===== config.mk =====
export PLATFORM = sky130hd
export DESIGN_NAME = ipfl_hdr
export DESIGN_NICKNAME = d
export VERILOG_FILES = /design/src/design/ipfl_pkg.sv /design/src/design/ipfl_hdr.sv
export SDC_FILE = /design/constraint.sdc
export NUM_CORES = 1
export LEC_CHECK = 0
export CAP_MARGIN = 20
export CORE_MARGIN = 5
export CORE_UTILIZATION = 55
export DETAILED_ROUTE_END_ITERATION = 10
export DONT_BUFFER_PORTS = 1
export PLACE_DENSITY = 0.79
export SLEW_MARGIN = 5
export SYNTH_ARGS = -nofsm -noshare
export SYNTH_HDL_FRONTEND = slang
export SYNTH_SLANG_ARGS = --single-unit

===== constraint.sdc =====
create_clock -name i_clk -period 2.4 [get_ports i_clk]
set_input_delay 0.24 -clock i_clk [delete_from_list [all_inputs] [get_ports i_clk]]
set_output_delay 0.24 -clock i_clk [all_outputs]
set_load 0.02 [all_outputs]

===== src/design/ipfl_pkg.sv =====
// ----------------------------------------------------------------------------
// ipfl_pkg
// shared constants, codes and types of the address and tcp flag filter
// ----------------------------------------------------------------------------
package ipfl_pkg;

    localparam int ALLOW_DEPTH = 1024;
    localparam int BLOCK_DEPTH = 1024;
    localparam int A_AW        = (ALLOW_DEPTH > 1) ? $clog2(ALLOW_DEPTH) : 1;
    localparam int B_AW        = (BLOCK_DEPTH > 1) ? $clog2(BLOCK_DEPTH) : 1;
    localparam int SCAN_DEPTH  = (ALLOW_DEPTH > BLOCK_DEPTH) ? ALLOW_DEPTH : BLOCK_DEPTH;
    localparam int IW          = (SCAN_DEPTH > 1) ? $clog2(SCAN_DEPTH) : 1;
    localparam int ENTRY_W     = 33;

    localparam logic [15:0] ETH_IPV4       = 16'h0800;
    localparam logic [15:0] FRAG_OFS_MASK  = 16'h1FFF;
    localparam logic [15:0] FRAG_MF_BIT    = 16'h2000;
    localparam logic [15:0] MIN_FRAG_RESET = 16'd1280;
    localparam logic [7:0]  PROTO_TCP      = 8'h06;
    localparam logic [7:0]  FL_FIN_PSH_URG = 8'h29;
    localparam logic [7:0]  FL_SYN_FIN     = 8'h03;
    localparam logic [7:0]  FL_FIN_ACK     = 8'h11;
    localparam logic [7:0]  FL_FIN         = 8'h01;
    localparam logic [7:0]  FL_SYN_RST     = 8'h06;
    localparam logic [7:0]  LEN_ETH        = 8'd14;
    localparam logic [7:0]  LEN_IP_MIN     = 8'd34;
    localparam logic [6:0]  IDX_MAX        = 7'd127;

    typedef enum logic [2:0] {
        OP_FRAME     = 3'd0,
        OP_ADD_ALLOW = 3'd1,
        OP_ADD_BLOCK = 3'd2,
        OP_DEL_ALLOW = 3'd3,
        OP_DEL_BLOCK = 3'd4
    } t_op;

    typedef enum logic [2:0] {
        CAUSE_CLEAN     = 3'd0,
        CAUSE_ALLOWED   = 3'd1,
        CAUSE_BLOCKED   = 3'd2,
        CAUSE_SHORT_FRG = 3'd3,
        CAUSE_MALFORMED = 3'd4,
        CAUSE_BAD_FLAGS = 3'd5,
        CAUSE_NOT_IPV4  = 3'd6
    } t_cause;

    typedef enum logic [1:0] {
        TS_DONE      = 2'd0,
        TS_FULL      = 2'd1,
        TS_NOT_FOUND = 2'd2
    } t_tstat;

    typedef enum logic [1:0] {
        SK_LOOKUP,
        SK_ADD,
        SK_REMOVE
    } t_scan_kind;

    typedef enum logic [2:0] {
        SC_CLEAR,
        SC_IDLE,
        SC_RUN,
        SC_DRAIN,
        SC_COMMIT
    } t_scan_state;

    typedef enum logic [1:0] {
        ST_IDLE,
        ST_SCAN,
        ST_FIN
    } t_state;

    typedef struct packed {
        logic [7:0]  len;
        logic [15:0] ether;
        logic [31:0] src;
        logic [3:0]  hw;
        logic [15:0] frag;
        logic [15:0] tot_len;
        logic [7:0]  proto;
        logic [7:0]  flags;
    } t_hdr;

    typedef struct packed {
        logic        go;
        t_scan_kind  kind;
        logic        blk;
        logic [31:0] key;
    } t_scan_req;

    typedef struct packed {
        logic   idle;
        logic   done;
        logic   hit_allow;
        logic   hit_block;
        t_tstat status;
    } t_scan_rsp;

endpackage


===== src/design/ipfl_hdr.sv =====
// ----------------------------------------------------------------------------
// ipfl_hdr
// byte-wise header field capture, gives the fields with the current beat applied
// ----------------------------------------------------------------------------
module ipfl_hdr (
    input  logic          i_clk,
    input  logic          i_rst_n,
    input  logic          i_take,
    input  logic [7:0]    i_byte,
    input  logic          i_last,
    output ipfl_pkg::t_hdr o_hdr
);
    import ipfl_pkg::*;

    logic [6:0] r_idx, n_idx;
    t_hdr       r_f, n_f;
    logic [7:0] flag_pos;

    always_comb begin
        n_f      = r_f;
        flag_pos = 8'd27 + {2'b00, r_f.hw, 2'b00};
        unique case (r_idx)
            7'd12:   n_f.ether[15:8]   = i_byte;
            7'd13:   n_f.ether[7:0]    = i_byte;
            7'd14:   n_f.hw            = i_byte[3:0];
            7'd16:   n_f.tot_len[15:8] = i_byte;
            7'd17:   n_f.tot_len[7:0]  = i_byte;
            7'd20:   n_f.frag[15:8]    = i_byte;
            7'd21:   n_f.frag[7:0]     = i_byte;
            7'd23:   n_f.proto         = i_byte;
            7'd26:   n_f.src[31:24]    = i_byte;
            7'd27:   n_f.src[23:16]    = i_byte;
            7'd28:   n_f.src[15:8]     = i_byte;
            7'd29:   n_f.src[7:0]      = i_byte;
            default: ;
        endcase
        // flag byte sits 13 bytes into the tcp header
        if (r_idx > 7'd14 && {1'b0, r_idx} == flag_pos) begin
            n_f.flags = i_byte;
        end
        n_idx     = (r_idx < IDX_MAX) ? r_idx + 7'd1 : r_idx;
        n_f.len   = (n_idx >= IDX_MAX) ? 8'd128 : {1'b0, n_idx};
        o_hdr     = n_f;
    end

    always_ff @(posedge i_clk) begin
        if (!i_rst_n) begin
            r_idx <= '0;
            r_f   <= '0;
        end else if (i_take) begin
            if (i_last) begin
                r_idx <= '0;
                r_f   <= '0;
            end else begin
                r_idx <= n_idx;
                r_f   <= n_f;
            end
        end
    end

endmodule


-- Yosys cells after proc, flatten, opt, wreduce, memory -nomap -nowiden
Index checks and enable logic that the tools add are counted.
- output and inout port bits: 108
- flip-flop bits (word level): 107
- bits of input ports: 12
- add/subtract/negate cells: 2
- order comparisons: 3
- reduce and logical (&&, ||, !) cells: 1
- equal/unequal tests: 13
- multiplexer cells: 17
- operators by type and width (kind ; number):
    $mux W8 ; 13
    $mux W100 ; 1
    $eq A7 B5 Y1 const B ; 9
    $eq A7 B4 Y1 const B ; 3
    $mux W7 ; 2
    $add A5 B6 Y7 const A ; 1
    $add A7 B1 Y7 const B ; 1
    $eq A7 B7 Y1 ; 1
    $ge A7 B7 Y1 const B ; 1
    $gt A7 B4 Y1 const B ; 1
    $lt A7 B7 Y1 const B ; 1
    $mux W4 ; 1
    $logic_and A1 B1 Y1 ; 1

-- Logic depth before layout (Yosys ltp)
- depth after elaboration: 5
- mapped depth: 8
- mapped depth without buffers: 6

-- Least setup slack after synthesis
Ideal clock, no wire load.
- path kind: register -> output
- from: register r_idx[0]
- to: output o_hdr[4] (netlist name)
- cell stages (with the launch flop): 8
- buffers on the path: 1
- data required time: 2.160 ns
- slack: 0.200 ns
- data arrival time: 1.960 ns
- cell sequence: dfxtp_1 -> inv_1 -> ha_1 -> and4bb_4 -> a22oi_4 -> o211a_4 -> buf_6 -> mux2_4
- RTL lines (element ; RTL line ; source):
    start: declaration ; ipfl_hdr.sv:15 ; logic [6:0] r_idx, n_idx;
    start signal: assignment ; ipfl_hdr.sv:55 ; r_idx <= n_idx;
    end: declaration ; ipfl_hdr.sv:11 ; output ipfl_pkg::t_hdr o_hdr

==> impl_metrics.env <==
export IMPL_clockBufferDepth=2
export IMPL_crit_fanout=7
export IMPL_crit_type="register to output port"
export IMPL_drtPass1Iterations=5
export IMPL_avgSynthCellArea_um2=8.23
export IMPL_worstSkewPairLatency_ns=0.36
export IMPL_run_status="finished, final reports clean"
export IMPL_drt_initial_drc_count=712
export IMPL_fin_worst_skew_ns=0.00673
export IMPL_power_leakage_nw=2.56
export IMPL_p_clk_share_pct=45.7
export IMPL_root_buffer="clkbuf_16"
export IMPL_finalCritPeriodShare_pct=98.4
export IMPL_fin_crit_ns=2.36
export IMPL_grt_pass1_vias=5609
export IMPL_critPathArrivalTime_ns=2.12
export IMPL_wl_per_cell_um=21.8
export IMPL_hpwl_um=12600
export IMPL_maxCapViolCount=0
export IMPL_synth_ff_type="dfxtp_1"
export IMPL_p_int_w=0.00274
export IMPL_hold_slack_ns=0.00266
export IMPL_power_w=0.00357
export IMPL_syn2layout_area_growth_pct=11.3
export IMPL_syn_inst=766
export IMPL_ys_warn_count=0
export IMPL_clock_fmax_mhz=423
export IMPL_initial_utilization_pct=55.7
export IMPL_startpoint_type="register"
export IMPL_yosysSeqAreaShare_pct=34.0
export IMPL_switchingPower_w=0.000833
export IMPL_placed_area_mm2=0.00641
export IMPL_hp_class="primary input to register"
export IMPL_io_pin_count=120
export IMPL_power_frac_comb_pct=4.6
export IMPL_num_antenna_cells=0
export IMPL_worst_pin_slew_ns=0.743
export IMPL_antenna_found_initial=0
export IMPL_routed_wl_um=19600
export IMPL_cts_tree="done"
export IMPL_numPortBuffers=0
export IMPL_gp_congestion=0.819
export IMPL_nets=771
export IMPL_detail_route_antenna_nets=0
export IMPL_ys_seq_elements=107
export IMPL_grt_max_degree=47
export IMPL_synth_nets=783
export IMPL_rsz0062_at_grt="true"
export IMPL_cts_reportedPaths_clkPinSlew_ns=0.07
export IMPL_drcViolationCount=0
export IMPL_slew_violations=0
export IMPL_seqPwrFrac_pct=49.7
export IMPL_num_vias=5897
export IMPL_die_area_mm2=0.0137
export IMPL_grt_use_total_pct=28.2
export IMPL_grt_ovfl_total=0
export IMPL_yosysUniqueCellTypes=54
export IMPL_ys_async_sr_fraction_pct=0
export IMPL_synth_edff_count=0
export IMPL_cts_sinks=107
export IMPL_grt_first_pass_wirelength_um=30200
export IMPL_syn_area_mm2=0.00630
export IMPL_relSlewSlack_pct=50.5
export IMPL_crit_path_end_kind="output port"
export IMPL_h_tree_depth=3
export IMPL_power_density_mw_per_mm2=509
export IMPL_vias_per_cell=6.54
export IMPL_core_mm2=0.0113
export IMPL_fp_row_count=39
export IMPL_setup_violations=0
export IMPL_drive_gt1_share_pct=25.0
export IMPL_cts_buffers=9
export IMPL_die_width_um=117
export IMPL_die_h_um=117
export IMPL_final_hold_viol_count=0
export IMPL_switching_share_pct=23.3
export IMPL_stdcell_area_mm2=0.00702
export IMPL_ir_drop_mv=0.396
export IMPL_cp_required_ns=2.16
-- final timing paths --
check / startpoint / to / slack (ns) / cells past startpoint
setup / recovery: r_idx[0] / o_hdr[6] / 0.04 / 6
hold / removal: i_rst_n / r_f[50] / 0.003 / 1
setup reg to reg: r_idx[1] / r_f[47] / 0.38 / 8
hold reg to reg: r_f[8] / r_f[8] / 0.46 / 2
-- Yosys cell counts, types with 4 or more instances --
master / n / area (um^2)
ha_1: 5 / 62.6
a21boi_0: 14 / 105
and4_1: 4 / 35.0
buf_6: 4 / 45.0
nor2_1: 29 / 109
nor2b_1: 9 / 56.3
and2_0: 5 / 31.3
o21ai_0: 82 / 410
o211ai_1: 8 / 60.1
dfxtp_1: 107 / 2140
inv_1: 7 / 26.3
clkbuf_2: 8 / 40.0
nand3_1: 36 / 180
nand2_1: 97 / 364
nand4bb_1: 5 / 56.3
and2_1: 6 / 37.5
a31oi_1: 8 / 50.1
a21oi_1: 93 / 465
o2111ai_1: 8 / 70.1
nand2b_1: 9 / 56.3
buf_2: 10 / 50.1
o21a_1: 21 / 158
mux2_2: 85 / 957
nor3_1: 10 / 50.1
clkbuf_1: 41 / 154
a21o_1: 12 / 90.1
-- metrics by stage --
stage               util [%]  instances  setup WS, ns  TNS [ns]
global placement        56.6        872         0.151         0
detailed placement      56.6        872         0.108         0
finish                  62.0        902        0.0376         0
CTS                     60.7        893       -0.0237    -0.266
global route            62.0        902       -0.0256    -0.273
floorplan                  -        766         0.200         0
-- power by group through the flow --
| stage | clock network (W) | registers, W | logic (W) |
|---|---|---|---|
| finish | 0.00163 | 0.00177 | 0.000163 |
| global placement | 0 | 0.00182 | 0.000142 |
| detailed placement | 0 | 0.00182 | 0.000145 |
| CTS | 0.00165 | 0.00178 | 0.000155 |
| global route | 0.00174 | 0.00178 | 0.000174 |
| floorplan | 0 | 0.00182 | 0.000135 |
-- state kept, by name, indices dropped and copies added (netlist names) --
signal  flops
r_f       100
r_idx       7
-- worst max-delay path, stage by stage, from the launching register on --
cell	delay, ns
dfxtp_4	0.38
inv_2	0.07
ha_2	0.20
and4bb_4	0.21
a22oi_4	0.25
o211a_4	0.30
mux2_4	0.36
-- cells by family after synthesis --
group	count (synthesis)	share of synthesized area [%]
XOR/XNOR	4	0.675
AO/OA/AOI/OAI	255	24.0
flip-flops	107	34.0
buffers and inverters	75	5.48
adder cells (fa/ha/maj)	5	0.992
multiplexers	88	15.9
AND/OR/NAND/NOR	232	19.0
-- timing repair --
item / 4_1_cts / 5_1_grt
hold buffers: 1 / 1
endpoints found under the setup margin: 98 / 94
resized for setup: 29 / 20
endpoints found under the hold margin: 8 / 1
gates cloned: 1 / 0
pin swaps: 3 / 7
setup buffers: 3 / 8
-- layer usage --
| layer | wire length [um] | global-route usage, % | share of wire [%] | vias up |
|---|---|---|---|---|
| met2 | 9320 | 45.7 | 47 | 293 |
| met3 | 1800 | 6.17 | 9.2 | 48 |
| met1 | 7930 | 36.1 | 40 | 2842 |
| li1 | - | - | - | 2714 |
| met4 | 579 | 12.3 | 2.9 | 0 |
| met5 | 0 | 0 | 0 | - |
-- layout make-up --
type	instances	area, um^2
Tap cell	143	179
Fill cell	994	4300
Clock buffer	9	225
Inverter	8	30.0
Clock inverter	7	100
Timing Repair Buffer	43	344
Sequential cell	107	2160
Multi-Input combinational cell	585	3980
-- placed cells by master (no fill, tap or decap), types with 3 or more instances in the layout --
master,instances
a21boi_0,14
a21o_1,12
a21oi_1,93
a31oi_1,8
and2_0,5
and2_1,6
and3_1,3
buf_4,39
clkbuf_16,9
dfxtp_1,98
dfxtp_2,6
dfxtp_4,3
inv_1,5
mux2_2,76
mux2_4,12
nand2_1,93
nand2_2,3
nand2b_1,9
nand3_1,34
nand3_2,4
nand4bb_1,5
nor2_1,29
nor2b_1,7
nor3_1,7
nor3_2,3
o2111ai_1,8
o211ai_1,8
o21a_1,21
o21ai_0,82
Note: power is estimated with default switching activity, not from simulation.
